## config.mk

```make
export PLATFORM = sky130hd
export DESIGN_NAME = scbm_ram
export DESIGN_NICKNAME = d
export VERILOG_FILES = /design/src/sigma_clipped_batch_mean_unit_macros.svh /design/src/scbm_ram.sv
export SDC_FILE = /design/constraint.sdc
export NUM_CORES = 2
export LEC_CHECK = 0
export BUFFER_PORTS_ARGS = -buffer_cell sky130_fd_sc_hd__buf_2
export CORE_MARGIN = 5
export CORE_UTILIZATION = 40
export CTS_BUF_LIST = sky130_fd_sc_hd__clkbuf_16
export DETAILED_ROUTE_END_ITERATION = 8
export PLACE_DENSITY = 0.63
export SYNTH_ARGS = -nofsm -noshare
export SYNTH_HDL_FRONTEND = slang
export SYNTH_SLANG_ARGS = --single-unit
```

## constraint.sdc

```tcl
create_clock -name clk -period 7.32 [get_ports clk]
set_input_delay 1.464 -clock clk [delete_from_list [all_inputs] [get_ports clk]]
set_output_delay 1.464 -clock clk [all_outputs]
set_load 0.01 [all_outputs]
```

## src/sigma_clipped_batch_mean_unit_macros.svh

```systemverilog
// ----------------------------------------------------------------------------
// Assertion macros
// Shared assertion forms for the sigma-clipped batch mean unit.
// ----------------------------------------------------------------------------
`ifndef SIGMA_CLIPPED_BATCH_MEAN_UNIT_MACROS_SVH
`define SIGMA_CLIPPED_BATCH_MEAN_UNIT_MACROS_SVH

// Checked on every clock edge outside reset.
`define SCBM_ASSERT(lbl, prop, msg) \
  lbl: assert property (@(posedge clk) disable iff (!rst_n) prop) else $error(msg);

// Checked on every clock edge, reset included.
`define SCBM_ASSERT_RST(lbl, prop, msg) \
  lbl: assert property (@(posedge clk) prop) else $error(msg);

`endif

```

## src/scbm_ram.sv

```systemverilog
// ----------------------------------------------------------------------------
// scbm_ram
// Generic single-write, single-read memory with registered read data.
// ----------------------------------------------------------------------------
module scbm_ram #(
  parameter int WIDTH = 24,
  parameter int DEPTH = 128
) (
  input  logic                     clk,
  input  logic                     wr_en,
  input  logic [$clog2(DEPTH)-1:0] wr_addr,
  input  logic [WIDTH-1:0]         wr_data,
  input  logic [$clog2(DEPTH)-1:0] rd_addr,
  output logic [WIDTH-1:0]         rd_data
);
  logic [WIDTH-1:0] mem [DEPTH];

  always_ff @(posedge clk) begin
    if (wr_en) begin
      mem[wr_addr] <= wr_data;
    end
    rd_data <= mem[rd_addr];
  end
endmodule

```

### Word level (Yosys, flattened, before mapping)

Memory sizes are Yosys's and may differ from the RTL's. A register that Yosys moved wholly into a read port is not among the register bits.
Index checks and enable logic that the tools add are counted.

| word-level totals | value |
|---|---|
| register bits after elaboration | 0 |
| bits in writable memories | 3072 |
| input port bits | 40 |
| output and inout port bits | 24 |
| logic and storage cells | 3 |
| memories | 1 |

Memories:

| name | depth | width | read ports | clocked after memory_dff | write ports | line | text |
|---|---|---|---|---|---|---|---|
| mem | 128 | 24 | 1 | 1 | 1 | scbm_ram.sv:16 | `logic [WIDTH-1:0] mem [DEPTH];` |

| operators by class | value |
|---|---|
| multiplexer cells | 2 |

Operator list:

| operator | number |
|---|---|
| 1-bit two-way mux | 2 |

### Depth between registers and ports, before layout

| depth | value |
|---|---|
| depth after elaboration | 2 |
| gate-level depth with buffers | 8 |
| depth with buffers taken out | 4 |

### Worst setup path after synthesis

Ideal clock, no wire load.

| timing path | value |
|---|---|
| path kind | input-to-reg |
| start point | input port wr_en |
| end point | memory mem[98][0], enable pin |
| setup time | 0.435 ns |
| arrival time | 3.705 ns |
| required time | 6.885 ns |
| slack | 3.180 ns |
| stages | 3 |
| buffers on the path | 1 |
| path through | clkbuf_1 nand4_1 nor3_1 |

| on the way | value |
|---|---|
| cells in the longest elaborated chain, start to end | 2 |

Ends and longest elaborated chain:

| item | line | text |
|---|---|---|
| from (decl) | scbm_ram.sv:10 | `input logic wr_en,` |
| 1-bit two-way mux | scbm_ram.sv:19 | `if (wr_en) begin` |
| 1-bit two-way mux (implied by the code) | scbm_ram.sv:20 | `mem[wr_addr] <= wr_data;` |
| to (decl) | scbm_ram.sv:16 |  |

No other way between the ends.

==> flow_metrics.env <==
export IMPL_layout_commonest_cell="edfxtp_1"
export IMPL_drc=0
export IMPL_ys_ff_latch=3096
export IMPL_cp_start_kind="primary input"
export IMPL_initial_core_util_pct=40.3
export IMPL_area_growth_pct=13.6
export IMPL_met3_usage_pct=3.87
export IMPL_wl_um=293000
export IMPL_grt_pass1_vias=53300
export IMPL_setup_viol=0
export IMPL_cts_sinks=3096
export IMPL_critical_path_class="primary input to flop"
export IMPL_chipWidth_um=552
export IMPL_powerDensity_nw_per_um2=271
export IMPL_drt_first_pass_iters=5
export IMPL_yosysSeqAreaShare_pct=79.0
export IMPL_worstPathRequired_ns=8.05
export IMPL_arrival_ns=4.95
export IMPL_use_met1_pct=27.4
export IMPL_rsz0062_at_grt="false"
export IMPL_final_min_clock_period_ns=4.21
export IMPL_fin_crit_sh_pct=57.6
export IMPL_fmax_ghz=0.237
export IMPL_rows=198
export IMPL_die_h_um=552
export IMPL_power_leakage_uw=0.0406
export IMPL_maxCapViolations=0
export IMPL_port_buffers=63
export IMPL_ctsRootBufferMaster="clkbuf_16"
export IMPL_synth_fp_nets=4578
export IMPL_final_hold_viol_count=0
export IMPL_cp_max_fo=76
export IMPL_grt_antenna_before_repair=52
export IMPL_synth_top_area_share_pct=78.6
export IMPL_slew_headroom_pct=16.0
export IMPL_yosysTopAreaCell="edfxtp_1"
export IMPL_finish_utilization_pct=45.7
export IMPL_via_per_inst=5.83
export IMPL_dr_total_vias=52400
export IMPL_gp_congestion=0.761
export IMPL_nets=4896
export IMPL_grtUsageTotal_pct=19.2
export IMPL_syn_inst=4538
export IMPL_drive_above_1_share_pct=35.5
export IMPL_skew_ns=0.0366
export IMPL_syn_area_sq_um=117000
export IMPL_cts_tree="built"
export IMPL_place_hpwl_um=158000
export IMPL_cts_setup_buffers=0
export IMPL_end_kind="flop"
export IMPL_tns_ns=0
export IMPL_busiest_layer="met2"
export IMPL_peakVddDrop_mv=0.177
export IMPL_yosys_top_cells_area="edfxtp_1 (79%), mux4_2 (19%), clkbuf_1 (0.48%), dfxtp_1 (0.41%), nor2_1 (0.39%)"
export IMPL_route_antenna_remaining_nets=0
export IMPL_status="finished, final reports clean"
export IMPL_drt_iter0_drc=7069
export IMPL_cts_buffer_depth=4
export IMPL_grt_pass1_wl_um=413000
export IMPL_cts_resized_gates=0
export IMPL_ys_warn_count=0
export IMPL_cts_max_level=5
export IMPL_core_area_sq_um=292000
export IMPL_die_area_sq_um=304000
export IMPL_grt_max_degree=105
export IMPL_synth_distinct_cells=16
export IMPL_cts_buffers=300
export IMPL_worstMarginPinSlew_ns=1.26
export IMPL_io_pins=64
export IMPL_holdBufCountCts=0
export IMPL_slew_violations=0
export IMPL_wire_per_inst_um=32.6
export IMPL_grt_ovfl_total=0
export IMPL_cts_clk_slew_worst_paths_ns=0.06
export IMPL_min_path_type="primary input to flop"
export IMPL_clock_latency_ns=0.87
export IMPL_grt_use_met2_pct=30.4
export IMPL_postSynthAreaPerCell_sq_um=25.9
export IMPL_fin_hold_ws_ns=1.00
export IMPL_final_cell_mix="edfxtp_1 (3072), mux4_2 (1008), clkbuf_16 (309)"
final timing paths:
path | from | end | slack (ns) | cells after the start
setup / recovery | rd_addr[0] | rd_data[21] | 3.11 | 7
hold / removal | wr_data[21] | mem[117][21] | 1.00 | 1
setup reg to reg | mem[22][23] | rd_data[23] | 4.74 | 4
hold reg to reg | mem[117][16] | rd_data[16] | 1.10 | 4
area by class of cell:
class	instances	area, sq um
clock buffers	309	7730
clock inverters	222	1460
multi-input cells	1202	24300
well taps	3900	4880
diodes	11	27.5
repair buffers	256	2250
flip-flops and latches	3096	92700
fillers	23500	158000
critical path, stage by stage:
cell	delay [ns]
buf_12	0.45
buf_12	0.35
buf_4	0.40
mux4_2	0.55
mux4_2	0.57
mux4_2	0.64
mux2_2	0.31
state kept, by name, indices dropped and copies added (netlist names):
name / flops
mem: 3072
rd_data: 24
per-stage QoR:
| step | area [sq um] | worst slack (ns) | power [uW] | std cells |
|---|---|---|---|---|
| after floorplan | 117000 | 3.18 | 20900 | 4538 |
| after global placement | 124000 | 2.21 | 21800 | 8454 |
| after detailed placement | 124000 | 2.22 | 21800 | 8454 |
| after CTS | 133000 | 3.13 | 36400 | 8985 |
| after global routing | 133000 | 3.00 | 37200 | 8987 |
| final | 133000 | 3.11 | 36100 | 8996 |
routing by layer:
metal / share of wire, % / vias up
li1: - / 20600
met1: 40 / 28900
met3: 9.2 / 420
met2: 48 / 2488
met5: 0.026 / -
met4: 3.2 / 12
power by group:
group | internal, uW | switching, uW
logic | 718 | 1090
registers | 19600 | 60.5
clock network | 8240 | 6400
cell families (layout without fill, tap and decap cells):
group	after synthesis	after routing	synth area share, %
buffers and inverters	240	787	0.838
other	0	11	0
flip-flops	3096	3096	79.0
multiplexers	1032	1032	19.6
AND/OR/NAND/NOR	170	170	0.594
synthesized netlist by cell type, drive strengths merged:
cell / instances
edfxtp: 3072
mux4: 1008
buf: 89
mux2: 24
dfxtp: 24
nand2: 14
or3: 1
nand2b: 2
nor2: 122
nor2b: 7
nand3: 12
nor3: 9
clkbuf: 151
nand4: 3
Power figures use the tool's default switching activity.
