$ cat src/sigma_clipped_batch_mean_unit_macros.svh
// ----------------------------------------------------------------------------
// Assertion macros
// Shared assertion forms for the sigma-clipped batch mean unit.
// ----------------------------------------------------------------------------
`ifndef SIGMA_CLIPPED_BATCH_MEAN_UNIT_MACROS_SVH
`define SIGMA_CLIPPED_BATCH_MEAN_UNIT_MACROS_SVH

// Checked on every clock edge outside reset.
`define SCBM_ASSERT(lbl, prop, msg) \
  lbl: assert property (@(posedge clk) disable iff (!rst_n) prop) else $error(msg);

// Checked on every clock edge, reset included.
`define SCBM_ASSERT_RST(lbl, prop, msg) \
  lbl: assert property (@(posedge clk) prop) else $error(msg);

`endif

$ cat src/scbm_pkg.sv
// ----------------------------------------------------------------------------
// scbm_pkg
// Types and constants shared by the sigma-clipped batch mean unit.
// ----------------------------------------------------------------------------
package scbm_pkg;

  localparam int SAMPLE_W        = 24;
  localparam int CFG_W           = 8;
  localparam int DEV_W           = 23;
  localparam int KEPT_W          = 8;
  localparam int MAX_BATCH_DEF   = 128;
  localparam int MIN_BATCH       = 4;
  localparam int N_MAX_W         = 11;
  localparam logic [CFG_W-1:0] BATCH_SIZE_RESET = 8'd10;
  localparam logic [SAMPLE_W-1:0] Q_MAX = 24'h7FFFFF;

  typedef struct packed {
    logic [N_MAX_W-1:0] n;
  } job_t;

  typedef struct packed {
    logic busy;
    logic done;
  } back_stat_t;

  typedef enum logic [3:0] {
    ST_IDLE,
    ST_SUM,
    ST_MDIV,
    ST_SQ,
    ST_VDIV,
    ST_SQRT,
    ST_BAND,
    ST_CLIP,
    ST_KDIV,
    ST_DONE
  } back_state_t;

endpackage

$ cat src/scbm_jobq.sv
// ----------------------------------------------------------------------------
// scbm_jobq
// Two-entry queue of completed batches between the front and back parts.
// ----------------------------------------------------------------------------
module scbm_jobq (
  input  logic          clk,
  input  logic          rst_n,
  input  logic          wr_en,
  input  scbm_pkg::job_t wr_job,
  input  logic          rd_en,
  output scbm_pkg::job_t rd_job,
  output logic          valid,
  output logic          qfull
);
  import scbm_pkg::*;

  job_t       slot_r [2];
  logic       wp_r, wp_nxt, rp_r, rp_nxt;
  logic [1:0] cnt_r, cnt_nxt;
  logic       do_wr, do_rd;

  assign valid  = (cnt_r != 2'd0);
  assign qfull  = (cnt_r == 2'd2);
  assign rd_job = slot_r[rp_r];
  assign do_wr  = wr_en && !qfull;
  assign do_rd  = rd_en && valid;

  always_comb begin
    wp_nxt  = do_wr ? !wp_r : wp_r;
    rp_nxt  = do_rd ? !rp_r : rp_r;
    cnt_nxt = cnt_r + 2'(do_wr) - 2'(do_rd);
  end

  always_ff @(posedge clk) begin
    if (!rst_n) begin
      wp_r  <= 1'b0;
      rp_r  <= 1'b0;
      cnt_r <= 2'd0;
    end else begin
      wp_r  <= wp_nxt;
      rp_r  <= rp_nxt;
      cnt_r <= cnt_nxt;
    end
  end

  always_ff @(posedge clk) begin
    if (do_wr) begin
      slot_r[wp_r] <= wr_job;
    end
  end
endmodule

$ cat config.mk
export PLATFORM = sky130hd
export DESIGN_NAME = scbm_jobq
export DESIGN_NICKNAME = d
export VERILOG_FILES = /design/src/sigma_clipped_batch_mean_unit_macros.svh /design/src/scbm_pkg.sv /design/src/scbm_jobq.sv
export SDC_FILE = /design/constraint.sdc
export NUM_CORES = 1
export LEC_CHECK = 0
export BUFFER_PORTS_ARGS = -buffer_cell sky130_fd_sc_hd__buf_2
export CAP_MARGIN = 20
export CORE_AREA = 10 10 79 64
export DETAILED_ROUTE_END_ITERATION = 10
export DIE_AREA = 0 0 89 74
export PLACE_DENSITY = 0.57
export REMOVE_ABC_BUFFERS = 1
export SLEW_MARGIN = 20
export SYNTH_ARGS = -nofsm -noshare
export SYNTH_HDL_FRONTEND = slang
export SYNTH_SLANG_ARGS = --single-unit
$ cat constraint.sdc
create_clock -name clk -period 2.03 [get_ports clk]
set_input_delay 0.406 -clock clk [delete_from_list [all_inputs] [get_ports clk]]
set_output_delay 0.406 -clock clk [all_outputs]
set_load 0.03 [all_outputs]
# --- After elaboration in Yosys (flattened, before gate mapping) ---
# Memory sizes are Yosys's and may differ from the RTL's. A register that Yosys moved wholly into a read port is not among the register bits.
# Cells that the tools add are included.
totals:
  ff_bits: 4
  memories: 1
  latch_bits: 0
  mem_bits_rw: 22
  mem_bits_ro: 0
  out_inout_bits: 13
  input_bits: 15
mem_list:
  columns: ["name", "depth", "word_bits", "read_ports", "rd_ports_with_merged_regs", "wr", "line", "source"]
  rows:
  - ["slot_r", 2, 11, 1, 1, 1, "scbm_jobq.sv:17", "job_t slot_r [2];"]
op_classes:
  eq_ne: 1
  add_sub_neg: 2
  muxes: 4
  bitwise: 0
  reduce_logical: 6
  n_mul: 0
  magnitude_cmp: 0
  n_shift: 0
  div: 0
ops:
  columns: ["operator", "n"]
  rows:
  - ["$mux W1", 4]
  - ["$logic_not A1 Y1", 3]
  - ["$add A2 B1 Y2", 1]
  - ["$eq A2 B2 Y1 const B", 1]
  - ["$logic_and A1 B1 Y1", 2]
  - ["$reduce_bool A2 Y1", 1]
  - ["$sub A2 B1 Y2", 1]

# --- Longest topological paths before layout ---
depth:
  ltp_word: 5
  ltp_mapped: 8
  ltp_nobuf: 8

# --- Least setup slack after synthesis ---
# OpenSTA, ideal clock, no wires.
synth_timing:
  path_kind: "register to register"
  start: "register cnt_r[0]"
  end: "register cnt_r[1]"
  slack_ns: 0.561
  path_buffers: 0
  t_required_ns: 1.915
  t_arrival_ns: 1.354
  stages_incl_launch_ff: 9
  path_cell_list: "dfxtp_1 nand2b_1 nand2_1 ha_1 inv_1 ha_1 xor2_1 xnor2_1 nor2_1"
synth_between:
  elab_chain_cells: 5
synth_lines:
  columns: ["item", "line", "source"]
  rows:
  - ["start: declaration", "scbm_jobq.sv:19", "logic [1:0] cnt_r, cnt_nxt;"]
  - ["start signal: assignment", "scbm_jobq.sv:42", "cnt_r <= cnt_nxt;"]
  - ["$eq A2 B2 Y1", "scbm_jobq.sv:23", "assign qfull = (cnt_r == 2'd2);"]
  - ["$logic_not A1 Y1", "scbm_jobq.sv:25", "assign do_wr = wr_en && !qfull;"]
  - ["$logic_and A1 B1 Y1", "scbm_jobq.sv:25", null]
  - ["$add A2 B1 Y2", "scbm_jobq.sv:31", "cnt_nxt = cnt_r + 2'(do_wr) - 2'(do_rd);"]
  - ["$sub A2 B1 Y2 *", "scbm_jobq.sv:31", null]
# Every way passes the cells marked *; elsewhere a longest branch is shown, timed or not.
# A chain may end at the register's enable or synchronous reset.

==> results_dict.tcl <==
set metrics [dict create \
    diodes 0 \
    cp.arrival_ns 1.49 \
    fin_tns_setup_ns 0 \
    path_max_fanout 11 \
    r2r_setup_slack_ns 0.44 \
    nFillCells 342 \
    routed_wl_mm 1.85 \
    max-cap-violations 0 \
    gp_congestion 0.661 \
    synth_cell_types 16 \
    holdBufCountCts 0 \
    wl_met1_um 774 \
    worst_slew_pin_slew_ns 0.533 \
    crit_path_end_kind "primary output" \
    worstPathCellList "mux2_2, buf_2" \
    drt_first_pass_iters 2 \
    final_cell_mix "buf_2 (27), edfxtp_1 (22), mux2_2 (11)" \
    core_sq_um 3540 \
    drc 0 \
    dieHeight_um 74 \
    drv_slew 0 \
    area_delta_synth_final_pct 23.0 \
    p_per_area_nw_per_um2 1270 \
    drtIter0Drc 14 \
    fin_crit_sh_pct 93.4 \
    dp_hpwl_mm 1.42 \
    vias_per_cell 4.29 \
    yosys-top-cells-area "edfxtp_1 (64%), mux2_2 (12%), dfxtp_1 (9.7%)" \
    grt_setup_unrepaired "false" \
    cts_tree "yes" \
    cellLeakagePower_nw 0.509 \
    clock.fmax_ghz 0.527 \
    ioPinCount 28 \
    power_mw 1.60 \
    grtUsageTotal_pct 6.08 \
    grt_pass1_wl_mm 2.98 \
    timing.rr.start "cnt_r[0]" \
    max_stage_delay_ns 0.64 \
    initial_utilization_pct 29.0 \
    cpMaxStageDelayCell "dfxtp_1" \
    drive_above_1_share_pct 49.5 \
    critPathBufInv 1 \
    grt-ovfl-total 0 \
    cts_max_level 1 \
    slew_headroom_pct 64.5 \
    yosysTopAreaCellShare_pct 64.3 \
    r2r_end "cnt_r[1]" \
    hold_depth 1 \
    die_area_sq_um 6590 \
    ir_worst_vdd_v 0.000610 \
    cp-start-kind "flop" \
    synth_seq_cells 27 \
    top_layer "met4" \
    cts_buffer_depth 2 \
    hold_ws_ns 0.322 \
    yosysTopAreaCell "edfxtp_1" \
    hp-class "in2reg" \
    dr_wl_met3_um 222 \
    syn-cell-area_sq_um 1030 \
    cp_top_family "flip-flops" \
    ant_nets 0 \
    skew_ns 0.00368 \
    cts_setup_buffers 0 \
    yosys_warnings 0 \
    portBuffers 27 \
    ctsResizeCount 0 \
    clk_latency_ns 0.27 \
    min_from "wr_job[10]" \
    rr_worst_depth 8 \
    setup_violations 0 \
    dr_total_vias 571 \
    syn-mean-instance-area_sq_um 17.1 \
    synth_cells 60 \
    wl_per_cell_um 13.9 \
    status "completed" \
    cp.depth 2 \
    grt_antenna_before_repair 0 \
    die_w_um 89 \
    cts_root_buffer "clkbuf_8" \
    fin_nets 109 \
    holdPathEnd "slot_r[1][10]" \
    hold_viol 0 \
    critPathKind "reg2out" \
    numCtsBuffers 3 \
    rows 19 \
    grt_max_degree 17 \
    first_global_vias 639 \
    path_clk_slew_ns 0.09 \
    mostFrequentLayoutCell "buf_2" \
    layout_min_cycle_time_ns 1.90 \
    ys_seq_area_share_pct 74.1 \
    required_ns 1.62 \
    wl_met2_um 832 \
    cts.sinks 27 \
]
-- how the worst max path moves through the flow --
stage / end / slack [ns]
after floorplan: cnt_r[1] / 0.56
final: rd_job[7] / 0.13
after CTS: rd_job[7] / 0.1
after global routing: rd_job[7] / 0.03
after global placement: rd_job[9] / 0.45
after detailed placement: rd_job[0] / 0.41
-- area by class of cell --
type | count | area [sq um] | area share (%)
Sequential cell | 27 | 761 | 60.2
Multi-Input combinational cell | 29 | 248 | 19.6
Inverter | 3 | 11.3 | 0.891
Clock inverter | 1 | 7.51 | 0.594
Tap cell | 42 | 52.6 | 4.16
Timing Repair Buffer | 28 | 143 | 11.3
Clock buffer | 3 | 41.3 | 3.27
-- synthesized netlist by cell type (all sizes together) --
cell type and instances:
buf 1, ha 2, nor2 4, o21a 1, mux2i 1, edfxtp 22, and3 1, inv 3
or2 1, mux2 11, xnor2 2, nand2 2, xor2 1, and2 1, nand2b 2, dfxtp 5
-- metal layers --
| layer | up-vias | track usage [%] |
|---|---|---|
| met5 | - | 0 |
| met4 | 0 | 2.11 |
| met3 | 4 | 4.04 |
| met2 | 21 | 10.4 |
| met1 | 268 | 5.83 |
| li1 | 278 | - |
-- worst reg2reg max path: stages (launching register included) --
cell      delay, ns
dfxtp_1        0.37
nand2b_1       0.15
nand2_1        0.11
ha_1           0.30
inv_1          0.04
ha_1           0.18
xor2_1         0.15
xnor2_1        0.13
nor2_1         0.06
-- sequential cells by signal, indices dropped and copies added (netlist names), named ones only --
register and count:
rp_r 1, slot_r 22, cnt_r 2, wp_r 1
-- per-stage QoR --
stage / instance area (sq um) / cells / utilization [%] / setup slack [ns]
floorplan: 1020 / 59 / - / 0.561
global placement: 1210 / 129 / 34.3 / 0.449
detailed placement: 1210 / 129 / 34.3 / 0.408
CTS: 1260 / 133 / 35.7 / 0.0976
global route: 1260 / 133 / 35.7 / 0.0289
finish: 1260 / 133 / 35.7 / 0.134
-- logic make-up (layout without fill, tap and decap cells) --
group | Yosys count | count (layout) | share of synthesized area [%]
AO/OA/AOI/OAI | 1 | 1 | 0.853
AND/OR/NAND/NOR | 11 | 11 | 5.24
adder cells (fa/ha/maj) | 2 | 2 | 2.44
flip-flops | 27 | 27 | 74.1
multiplexers | 12 | 12 | 13.0
XOR/XNOR | 3 | 3 | 2.56
buffers and inverters | 4 | 35 | 1.83
-- power breakdown --
| part | switching (mW) | leakage (nW) | internal [mW] |
|---|---|---|---|
| registers | 0.0607 | 0.247 | 0.702 |
| clock network | 0.159 | 0.0217 | 0.139 |
| logic | 0.326 | 0.241 | 0.214 |
No activity file was read; power rests on OpenSTA's default activity.
