==> src/sigma_clipped_batch_mean_unit_macros.svh <==
// ----------------------------------------------------------------------------
// Assertion macros
// Shared assertion forms for the sigma-clipped batch mean unit.
// ----------------------------------------------------------------------------
`ifndef SIGMA_CLIPPED_BATCH_MEAN_UNIT_MACROS_SVH
`define SIGMA_CLIPPED_BATCH_MEAN_UNIT_MACROS_SVH

// Checked on every clock edge outside reset.
`define SCBM_ASSERT(lbl, prop, msg) \
  lbl: assert property (@(posedge clk) disable iff (!rst_n) prop) else $error(msg);

// Checked on every clock edge, reset included.
`define SCBM_ASSERT_RST(lbl, prop, msg) \
  lbl: assert property (@(posedge clk) prop) else $error(msg);

`endif

==> src/scbm_pkg.sv <==
// ----------------------------------------------------------------------------
// scbm_pkg
// Types and constants shared by the sigma-clipped batch mean unit.
// ----------------------------------------------------------------------------
package scbm_pkg;

  localparam int SAMPLE_W        = 24;
  localparam int CFG_W           = 8;
  localparam int DEV_W           = 23;
  localparam int KEPT_W          = 8;
  localparam int MAX_BATCH_DEF   = 128;
  localparam int MIN_BATCH       = 4;
  localparam int N_MAX_W         = 11;
  localparam logic [CFG_W-1:0] BATCH_SIZE_RESET = 8'd10;
  localparam logic [SAMPLE_W-1:0] Q_MAX = 24'h7FFFFF;

  typedef struct packed {
    logic [N_MAX_W-1:0] n;
  } job_t;

  typedef struct packed {
    logic busy;
    logic done;
  } back_stat_t;

  typedef enum logic [3:0] {
    ST_IDLE,
    ST_SUM,
    ST_MDIV,
    ST_SQ,
    ST_VDIV,
    ST_SQRT,
    ST_BAND,
    ST_CLIP,
    ST_KDIV,
    ST_DONE
  } back_state_t;

endpackage

==> src/scbm_back.sv <==
// ----------------------------------------------------------------------------
// scbm_back
// Runs the three passes over a batch, with a shared bit-serial divider and
// a digit-by-digit square root, and holds the result item.
// ----------------------------------------------------------------------------
module scbm_back #(
  parameter int MAX_BATCH = scbm_pkg::MAX_BATCH_DEF
) (
  input  logic                                 clk,
  input  logic                                 rst_n,
  input  logic                                 jq_valid,
  input  scbm_pkg::job_t                       jq_job,
  output logic                                 jq_pop,
  output logic [$clog2(MAX_BATCH)-1:0]         ram_raddr,
  input  logic [scbm_pkg::SAMPLE_W-1:0]        ram_rdata,
  output scbm_pkg::back_stat_t                 bstat,
  input  logic                                 pop,
  output logic                                 empty,
  output logic signed [scbm_pkg::SAMPLE_W-1:0] out_correction,
  output logic signed [scbm_pkg::SAMPLE_W-1:0] out_batch_mean,
  output logic [scbm_pkg::DEV_W-1:0]           out_batch_deviation,
  output logic [scbm_pkg::KEPT_W-1:0]          out_kept_count,
  output logic                                 out_status
);
  import scbm_pkg::*;

  localparam int AW  = $clog2(MAX_BATCH);
  localparam int NW  = $clog2(MAX_BATCH + 1);
  localparam int SW  = SAMPLE_W + AW + 1;
  localparam int SSW = 2 * SAMPLE_W + AW;
  localparam int DW  = SSW;
  localparam int DCW = $clog2(DW + 1);
  localparam int QW  = (SSW + 1) / 2;
  localparam int RW  = QW + 2;
  localparam int LW  = QW + 2;

  back_state_t state_r, state_nxt;

  logic [NW-1:0]              n_r, cnt_r, kcnt_r, den_r, rem_r;
  logic                       v1_r, v2_r, v3_r, neg_r, res_valid_r;
  logic signed [SW-1:0]       sum_r;
  logic signed [SAMPLE_W-1:0] mean_r, corr_r, x;
  logic signed [SAMPLE_W:0]   diff_r;
  logic [SAMPLE_W-1:0]        mag;
  logic [2*SAMPLE_W-1:0]      prod_r;
  logic [SSW-1:0]             ss_r;
  logic [DW-1:0]              num_r, num_nxt;
  logic [NW:0]                rem_sh;
  logic                       q_ge;
  logic [NW-1:0]              rem_nxt;
  logic [DCW-1:0]             step_r;
  logic [QW-1:0]              root_r, root_nxt, dev_r;
  logic [RW-1:0]              srem_r, srem_sh, srem_nxt, trial;
  logic [2*QW-1:0]            sqv_r;
  logic signed [LW-1:0]       lo_r, hi_r, xl;
  logic [SW-1:0]              abs_sum;
  logic [SAMPLE_W-1:0]        q24;
  logic                       issue, pass_end, div_last, sqrt_last;
  logic                       status_r;

  assign x       = ram_rdata;
  assign xl      = LW'(x);
  assign issue   = (cnt_r < n_r);
  assign abs_sum = sum_r[SW-1] ? SW'(-sum_r) : SW'(sum_r);
  assign q24     = num_nxt[SAMPLE_W-1:0];
  assign mag     = diff_r[SAMPLE_W] ? SAMPLE_W'(-diff_r) : SAMPLE_W'(diff_r);

  // Restoring division, one quotient bit a cycle.
  always_comb begin
    rem_sh  = {rem_r, num_r[DW-1]};
    q_ge    = (rem_sh >= {1'b0, den_r});
    rem_nxt = q_ge ? NW'(rem_sh - {1'b0, den_r}) : NW'(rem_sh);
    num_nxt = {num_r[DW-2:0], q_ge};
  end

  // Digit-by-digit square root, one result bit a cycle.
  always_comb begin
    srem_sh  = {srem_r[RW-3:0], sqv_r[2*QW-1 -: 2]};
    trial    = {root_r, 2'b01};
    srem_nxt = (srem_sh >= trial) ? (srem_sh - trial) : srem_sh;
    root_nxt = (srem_sh >= trial) ? {root_r[QW-2:0], 1'b1} : {root_r[QW-2:0], 1'b0};
  end

  assign div_last  = (step_r == DCW'(DW - 1));
  assign sqrt_last = (step_r == DCW'(QW - 1));

  always_comb begin
    unique case (state_r)
      ST_SQ:   pass_end = !issue && !v1_r && !v2_r && !v3_r;
      default: pass_end = !issue && !v1_r;
    endcase
  end

  always_comb begin
    state_nxt = state_r;
    unique case (state_r)
      ST_IDLE: if (jq_valid) state_nxt = ST_SUM;
      ST_SUM:  if (pass_end) state_nxt = ST_MDIV;
      ST_MDIV: if (div_last) state_nxt = ST_SQ;
      ST_SQ:   if (pass_end) state_nxt = ST_VDIV;
      ST_VDIV: if (div_last) state_nxt = ST_SQRT;
      ST_SQRT: if (sqrt_last) state_nxt = ST_BAND;
      ST_BAND: state_nxt = ST_CLIP;
      ST_CLIP: begin
        if (pass_end) state_nxt = (kcnt_r == '0) ? ST_DONE : ST_KDIV;
      end
      ST_KDIV: if (div_last) state_nxt = ST_DONE;
      ST_DONE: if (!res_valid_r) state_nxt = ST_IDLE;
      default: state_nxt = ST_IDLE;
    endcase
  end

  always_comb begin
    jq_pop     = (state_r == ST_IDLE) && jq_valid;
    ram_raddr  = cnt_r[AW-1:0];
    bstat.busy = (state_r != ST_IDLE);
    bstat.done = (state_r == ST_DONE) && !res_valid_r;
  end

  always_ff @(posedge clk) begin
    if (!rst_n) begin
      state_r     <= ST_IDLE;
      res_valid_r <= 1'b0;
      v1_r        <= 1'b0;
      v2_r        <= 1'b0;
      v3_r        <= 1'b0;
    end else begin
      state_r <= state_nxt;
      v1_r    <= 1'b0;
      v2_r    <= v1_r && (state_r == ST_SQ);
      v3_r    <= v2_r;
      if ((state_r == ST_SUM || state_r == ST_SQ || state_r == ST_CLIP) && issue) begin
        v1_r <= 1'b1;
      end
      if (bstat.done) begin
        res_valid_r <= 1'b1;
      end else if (pop && res_valid_r) begin
        res_valid_r <= 1'b0;
      end
    end
  end

  always_ff @(posedge clk) begin
    step_r <= step_r + DCW'(1);
    unique case (state_r)
      ST_IDLE: begin
        n_r   <= NW'(jq_job.n);
        cnt_r <= '0;
        sum_r <= '0;
      end
      ST_SUM: begin
        if (issue) cnt_r <= cnt_r + NW'(1);
        if (v1_r) sum_r <= sum_r + SW'(x);
        if (pass_end) begin
          num_r  <= DW'(abs_sum + SW'(n_r >> 1));
          den_r  <= n_r;
          neg_r  <= sum_r[SW-1];
          rem_r  <= '0;
          step_r <= '0;
        end
      end
      ST_MDIV: begin
        num_r <= num_nxt;
        rem_r <= rem_nxt;
        if (div_last) begin
          mean_r <= neg_r ? SAMPLE_W'(-q24) : q24;
          cnt_r  <= '0;
          ss_r   <= '0;
        end
      end
      ST_SQ: begin
        if (issue) cnt_r <= cnt_r + NW'(1);
        if (v1_r) diff_r <= (SAMPLE_W+1)'(x) - (SAMPLE_W+1)'(mean_r);
        if (v2_r) prod_r <= mag * mag;
        if (v3_r) ss_r <= ss_r + SSW'(prod_r);
        if (pass_end) begin
          num_r  <= ss_r;
          den_r  <= n_r - NW'(1);
          rem_r  <= '0;
          step_r <= '0;
        end
      end
      ST_VDIV: begin
        num_r <= num_nxt;
        rem_r <= rem_nxt;
        if (div_last) begin
          sqv_r  <= (2*QW)'(num_nxt);
          root_r <= '0;
          srem_r <= '0;
          step_r <= '0;
        end
      end
      ST_SQRT: begin
        sqv_r  <= {sqv_r[2*QW-3:0], 2'b00};
        srem_r <= srem_nxt;
        root_r <= root_nxt;
        if (sqrt_last) dev_r <= root_nxt;
      end
      ST_BAND: begin
        lo_r   <= LW'(mean_r) - LW'(dev_r);
        hi_r   <= LW'(mean_r) + LW'(dev_r);
        cnt_r  <= '0;
        sum_r  <= '0;
        kcnt_r <= '0;
      end
      ST_CLIP: begin
        if (issue) cnt_r <= cnt_r + NW'(1);
        if (v1_r && xl > lo_r && xl < hi_r) begin
          sum_r  <= sum_r + SW'(x);
          kcnt_r <= kcnt_r + NW'(1);
        end
        if (pass_end) begin
          num_r    <= DW'(abs_sum + SW'(kcnt_r >> 1));
          den_r    <= kcnt_r;
          neg_r    <= sum_r[SW-1];
          rem_r    <= '0;
          step_r   <= '0;
          corr_r   <= '0;
          status_r <= (kcnt_r == '0);
        end
      end
      ST_KDIV: begin
        num_r <= num_nxt;
        rem_r <= rem_nxt;
        if (div_last) begin
          if (neg_r) begin
            corr_r <= (num_nxt[SAMPLE_W-1:0] > Q_MAX || num_nxt[SAMPLE_W]) ? Q_MAX : q24;
          end else begin
            corr_r <= SAMPLE_W'(-q24);
          end
        end
      end
      ST_DONE: begin
        if (!res_valid_r) begin
          out_correction      <= corr_r;
          out_batch_mean      <= mean_r;
          out_batch_deviation <= (32'(dev_r) > 32'(Q_MAX)) ? DEV_W'(Q_MAX) : DEV_W'(dev_r);
          out_kept_count      <= (32'(kcnt_r) > 32'd255) ? 8'hFF : KEPT_W'(kcnt_r);
          out_status          <= status_r;
        end
      end
      default: begin
        n_r <= n_r;
      end
    endcase
  end

  assign empty = !res_valid_r;
endmodule

==> config.mk <==
export PLATFORM = sky130hd
export DESIGN_NAME = scbm_back
export DESIGN_NICKNAME = d
export VERILOG_FILES = /design/src/sigma_clipped_batch_mean_unit_macros.svh /design/src/scbm_pkg.sv /design/src/scbm_back.sv
export SDC_FILE = /design/constraint.sdc
export NUM_CORES = 2
export LEC_CHECK = 0
export BUFFER_PORTS_ARGS = -buffer_cell sky130_fd_sc_hd__buf_4
export CELL_PAD_IN_SITES_DETAIL_PLACEMENT = 0
export CELL_PAD_IN_SITES_GLOBAL_PLACEMENT = 1
export CORE_ASPECT_RATIO = 1.75
export CORE_UTILIZATION = 46
export DETAILED_ROUTE_END_ITERATION = 12
export PLACE_DENSITY = 0.78
export SYNTH_ARGS = -nofsm -noshare
export SYNTH_HDL_FRONTEND = slang
export SYNTH_SLANG_ARGS = --single-unit
==> constraint.sdc <==
create_clock -name clk -period 10.4 [get_ports clk]
set_input_delay 0.52 -clock clk [delete_from_list [all_inputs] [get_ports clk]]
set_output_delay 0.52 -clock clk [all_outputs]
set_load 0.05 [all_outputs]
### Word level (Yosys, flattened, before mapping)

Index checks and enable logic that the tools add are counted.

| storage, ports and cells | value |
|---|---|
| flip-flop bits (word level) | 599 |
| input bits | 39 |
| output and inout bits | 91 |

| operators by class | value |
|---|---|
| $add $sub $neg | 16 |
| multiply operators | 1 |
| order comparisons | 7 |
| eq/ne operators | 25 |
| mux-type cells | 56 |
| bitwise operators | 1 |
| reduce and logical (&&, ||, !) cells | 52 |

Operators with widths:

| cell | number |
|---|---|
| $mux 55 | 5 |
| $pmux 55 s4 | 1 |
| $mux 24 | 6 |
| $pmux 28 s2 | 2 |
| $pmux 56 s2 | 1 |
| $pmux 55 s2 | 1 |
| $mux 32 | 3 |
| $pmux 32 s3 | 1 |
| $mux 28 | 3 |
| $add 32x7->33 | 2 |
| $mux 8 | 8 |
| $mux 56 | 1 |
| $add 55x48->55 | 1 |
| $mul 24x24->48 | 1 |
| $neg 24->24 | 2 |
| $pmux 24 s2 | 1 |
| $pmux 8 s3 | 2 |
| $pmux 4 s10 | 1 |
| $mux 4 | 9 |
| $add 32x24->32 | 1 |
| $neg 32->32 | 1 |
| $pmux 8 s2 | 2 |
| $add 24x29->30 | 1 |
| $ge 30x30->1 | 1 |
| other kinds (39) | 101 |

### Depth between registers and ports, before layout

| depth | value |
|---|---|
| depth in word-level cells | 8 |
| mapped depth | 38 |
| depth with buffers taken out | 34 |

### Worst setup path after synthesis

Ideal clock, no wire load.

| timing path | value |
|---|---|
| kind | register -> register |
| start point | reg step_r[4] |
| end point | reg root_r[0] (enable) |
| arrival time | 8.971 ns |
| data required time | 9.652 ns |
| slack | 0.681 ns |
| stages on the path, launching flop included | 4 |
| buffers on the path | 0 |
| cell sequence | dfxtp_1 nor2b_1 nand4_1 a211oi_1 |

| on the way | value |
|---|---|
| cells in the longest elaborated chain, start to end | 3 |

Ends and longest elaborated chain:

| what | line | text |
|---|---|---|
| start: declaration | scbm_back.sv:51 | `logic [DCW-1:0] step_r;` |
| start signal: assignment | scbm_back.sv:144 | `step_r <= step_r + DCW'(1);` |
| $eq 6x6->1 | scbm_back.sv:84 | `assign div_last = (step_r == DCW'(DW - 1));` |
| $ne 2x2->1 (no source line) | -- |  |
| $reduce_and 2->1 (no source line) | -- |  |
| end signal: assignment | scbm_back.sv:196 | `root_r <= root_nxt;` |
| end: declaration | scbm_back.sv:52 | `logic [QW-1:0] root_r, root_nxt, dev_r;` |

No other way between the ends.
A chain may end at the register's enable or synchronous reset.

### Worst setup path after layout

| timing path | value |
|---|---|
| start point | reg diff_r[4] |
| end point | reg prod_r[47], data pin |

| on the way | value |
|---|---|
| cells in the longest elaborated chain, start to end | 3 |

Ends and longest elaborated chain:

| what | line | text |
|---|---|---|
| start: declaration | scbm_back.sv:43 | `logic signed [SAMPLE_W:0] diff_r;` |
| start signal: assignment | scbm_back.sv:173 | `if (v1_r) diff_r <= (SAMPLE_W+1)'(x) - (SAMPLE_W+1)'(mean_r);` |
| $neg 24->24 | scbm_back.sv:66 | `assign mag = diff_r[SAMPLE_W] ? SAMPLE_W'(-diff_r) : SAMPLE_W'(diff_r);` |
| $mux 24 (*) | scbm_back.sv:66 |  |
| $mul 24x24->48 (*) | scbm_back.sv:174 | `if (v2_r) prod_r <= mag * mag;` |
| end signal: assignment | scbm_back.sv:174 |  |
| end: declaration | scbm_back.sv:45 | `logic [2*SAMPLE_W-1:0] prod_r;` |

Every way passes the cells marked *; elsewhere a longest branch is shown, timed or not.

==> summary.md <==
| Metric | Value |
|---|---|
| Run status | complete, no violations |
| Cells after synthesis | 5331 |
| FF+latch count, synth | 597 |
| Peak supply drop | 0.000342 V |
| R2R cell count | 32 |
| Via density | 5.55 |
| Layout Nets | 6346 |
| Synth Area in Adders | 27.4% |
| Worst skew pair latency | 0.64 ns |
| Max Slew Vio Count | 0 |
| Layout area overhead | 8.94% |
| Inserted Clock Buffers | 52 |
| Pin count of the biggest net entering global routing | 81 |
| Post-Syn Area | 52300 um^2 |
| Hold Path Class | in2reg |
| DR WL met3 | 5.29 mm |
| Ports | 130 |
| Final hold violations | 0 |
| Sequential cell fraction of total power | 22.2% |
| Max Freq | 99.8 MHz |
| Gpl congestion | 0.967 |
| PwrDens | 309 nW/um^2 |
| Crit Path Category | reg2reg |
| Switch share | 47.2% |
| Crit path required time | 10.76 ns |
| Avg Synthesized Cell Area | 9.80 um^2 |
| Slew HR | 17.1% |
| DRT antenna net count | 0 |
| Cell taking the most area after synthesis | edfxtp_1 |
| Synth Warn # | 0 |
| Arr. time, crit path | 10.38 ns |
| Vias | 38585 |
| PortBufs | 126 |
| Most common cell after layout, fill and taps aside | inv_1 |
| Gr usage total | 27.4% |
| First-pass GRT wire length | 237 mm |
| Top cells by area, synth | edfxtp_1 (34%), fa_1 (17%), ha_1 (11%) |
| CTS tree | done |
| Met1 WL | 53.6 mm |
| Async SR Flop Fraction | 0% |
| Initial cell density of the core | 46.3% |
| Setup_tns | 0 ns |
| Synth top area share | 33.5% |
| Post-synth EDFFs | 583 |
| Met2 WL | 83.9 mm |
| Die area | 115000 um^2 |
| Share of cells above drive strength 1 | 6.48% |
| Main combinational cell family by area after synthesis | adder cells |
| Max incr delay on CP | 0.57 ns |
| Vias in the first global route | 40061 |
| Synth Area in Compound Gates | 12.9% |
| Fin crit share | 96.4% |
| Avg WL per Cell | 22.4 um |
| Top layer in use | met4 |
| Hold_buf cts | 0 |
| Pint | 9280 uW |
| Post-synthesis mux area share | 0.326% |
| Post-route DRC | 0 |
| Most used DFF post-synth | edfxtp_1 |
| Clk network pwr share | 11.9% |
| Detailed Routing Iterations Pass 1 | 6 |
| Post-CTS setup buffer count | 0 |
| Final Critical Period | 10.02 ns |
| Synth Area in Simple Gates | 12.5% |
| RSZ-0062 raised after global routing | no |
| Die width | 257 um |
| Clock buffer depth | 3 |
| Combinational group share of total power | 65.9% |
| Initial antenna violation count | 2 |
| Clock root cell | clkbuf_16 |
| Max Cap Violations | 0 |
| Cell Rows | 163 |
| Syn nets | 6255 |
| Final setup violating endpoints | 0 |
| DP Wirelength | 127 mm |
| Slowest-stage cell, CP | fa_1 |
| Number of distinct library cells after synthesis | 85 |
| Setup crit end kind | flip-flop |
| Most frequent cells in the layout | inv_1 (838), edfxtp_1 (583), nand2_1 (504) |
| Design Area, Final | 56900 um^2 |
| CTS clock-pin slew for the worst setup and hold paths | 0.07 ns |
| Core area | 113000 um^2 |
| Placed inst area | 55200 um^2 |
| Worst Tran Pin Value | 1.24 ns |
| Clock Skews | 0.0259 ns |
| Leak | 0.0251 uW |
| Synth Area in XOR/XNOR | 5.43% |
| Initial DRC Count | 2438 |
| Die height | 448 um |
| Post-synthesis sequential area ratio | 34.0% |
| Final WL | 156 mm |
| Gr ovfl total | 0 |
| Switch Pwr | 8290 uW |
| Hold path depth | 1 |
| # H-tree levels | 2 |
| Clk sink count | 597 |
| Startpoint types | flip-flop |
| Largest fanout on the critical path | 13 |
[metal layers]
metal | vias up | track usage (%)
met4 | 0 | 20.2
met5 | - | 0
met2 | 1034 | 52.6
met1 | 18951 | 27.5
li1 | 18222 | -
met3 | 378 | 2.05
[cells in the mapped netlist, drive strengths merged, types with 109 or more instances]
| cell | number |
|---|---|
| nor2 | 496 |
| clkbuf | 155 |
| xnor2 | 215 |
| a21o | 123 |
| ha | 450 |
| edfxtp | 583 |
| fa | 435 |
| nand2 | 504 |
| o21ai | 220 |
| inv | 841 |
| xor2 | 109 |
| a21oi | 277 |
[flip-flops by register name (all words and copies together) (netlist names), 24 cells and up]
signal          cells
corr_r             24
dev_r              28
diff_r             25
hi_r               29
lo_r               30
mean_r             24
num_r              55
out_batch_mean     24
out_correction     24
prod_r             47
root_r             28
sqv_r              56
srem_r             28
ss_r               55
sum_r              32
[metrics by stage]
step                std cells  util, %  worst slack [ns]  power [uW]  hold WS, ns
floorplan                5331        -             0.681       12100        0.400
global placement         6853     48.9             0.471       15400        0.410
detailed placement       6853     48.9             0.425       15500        0.420
CTS                      6947     50.5             0.378       17600       0.0383
global route             6948     50.5            0.0143       19100       0.0568
finish                   6949     50.5             0.379       17600       0.0657
[logic make-up after synthesis]
logic type | after synthesis
adders and majority gates | 885
buffers and inverters | 1021
DFF | 597
xor gates and xnor gates | 324
muxes | 17
and+or+nand+nor | 1455
AOI/OAI and AO/OA | 1032
[final timing paths]
kind	start	end	slack, ns
setup / recovery	diff_r[4]	prod_r[47]	0.38
hold / removal	jq_job[6]	n_r[6]	0.07
setup reg to reg	diff_r[4]	prod_r[47]	0.38
hold reg to reg	corr_r[15]	out_correction[15]	0.43
[worst max-delay path, delay by kind of cell (launching register included)]
kind | cells | cell delay (ns)
AOI/OAI and AO/OA | 7 | 2.47
xor gates and xnor gates | 2 | 0.26
adders and majority gates | 8 | 3.97
buffers and inverters | 8 | 0.71
DFF | 1 | 0.48
and+or+nand+nor | 7 | 1.82
[power groups by stage]
stage	clock network [uW]	registers, uW	logic [uW]
floorplan	0	3760	8360
global placement	0	3940	11500
detailed placement	0	3950	11500
CTS	2130	3890	11600
global route	2200	3930	12900
finish	2090	3900	11600
[final cells by class]
cell class                 count  area, um^2
tap                         1485        1860
fill                       10402       55900
multi-input combinational   3713       30700
antenna                        2        5.00
inverter                     845        3170
timing repair buffer         213        1600
clock buffer                  60        1350
sequential                   597       17800
clock inverter                34         415
[repair_timing]
action                     CTS  global route
hold endpoints to repair     0             0
gates resized for setup      0             1
setup endpoints to repair    0             1
No activity file was read; power rests on OpenSTA's default activity.
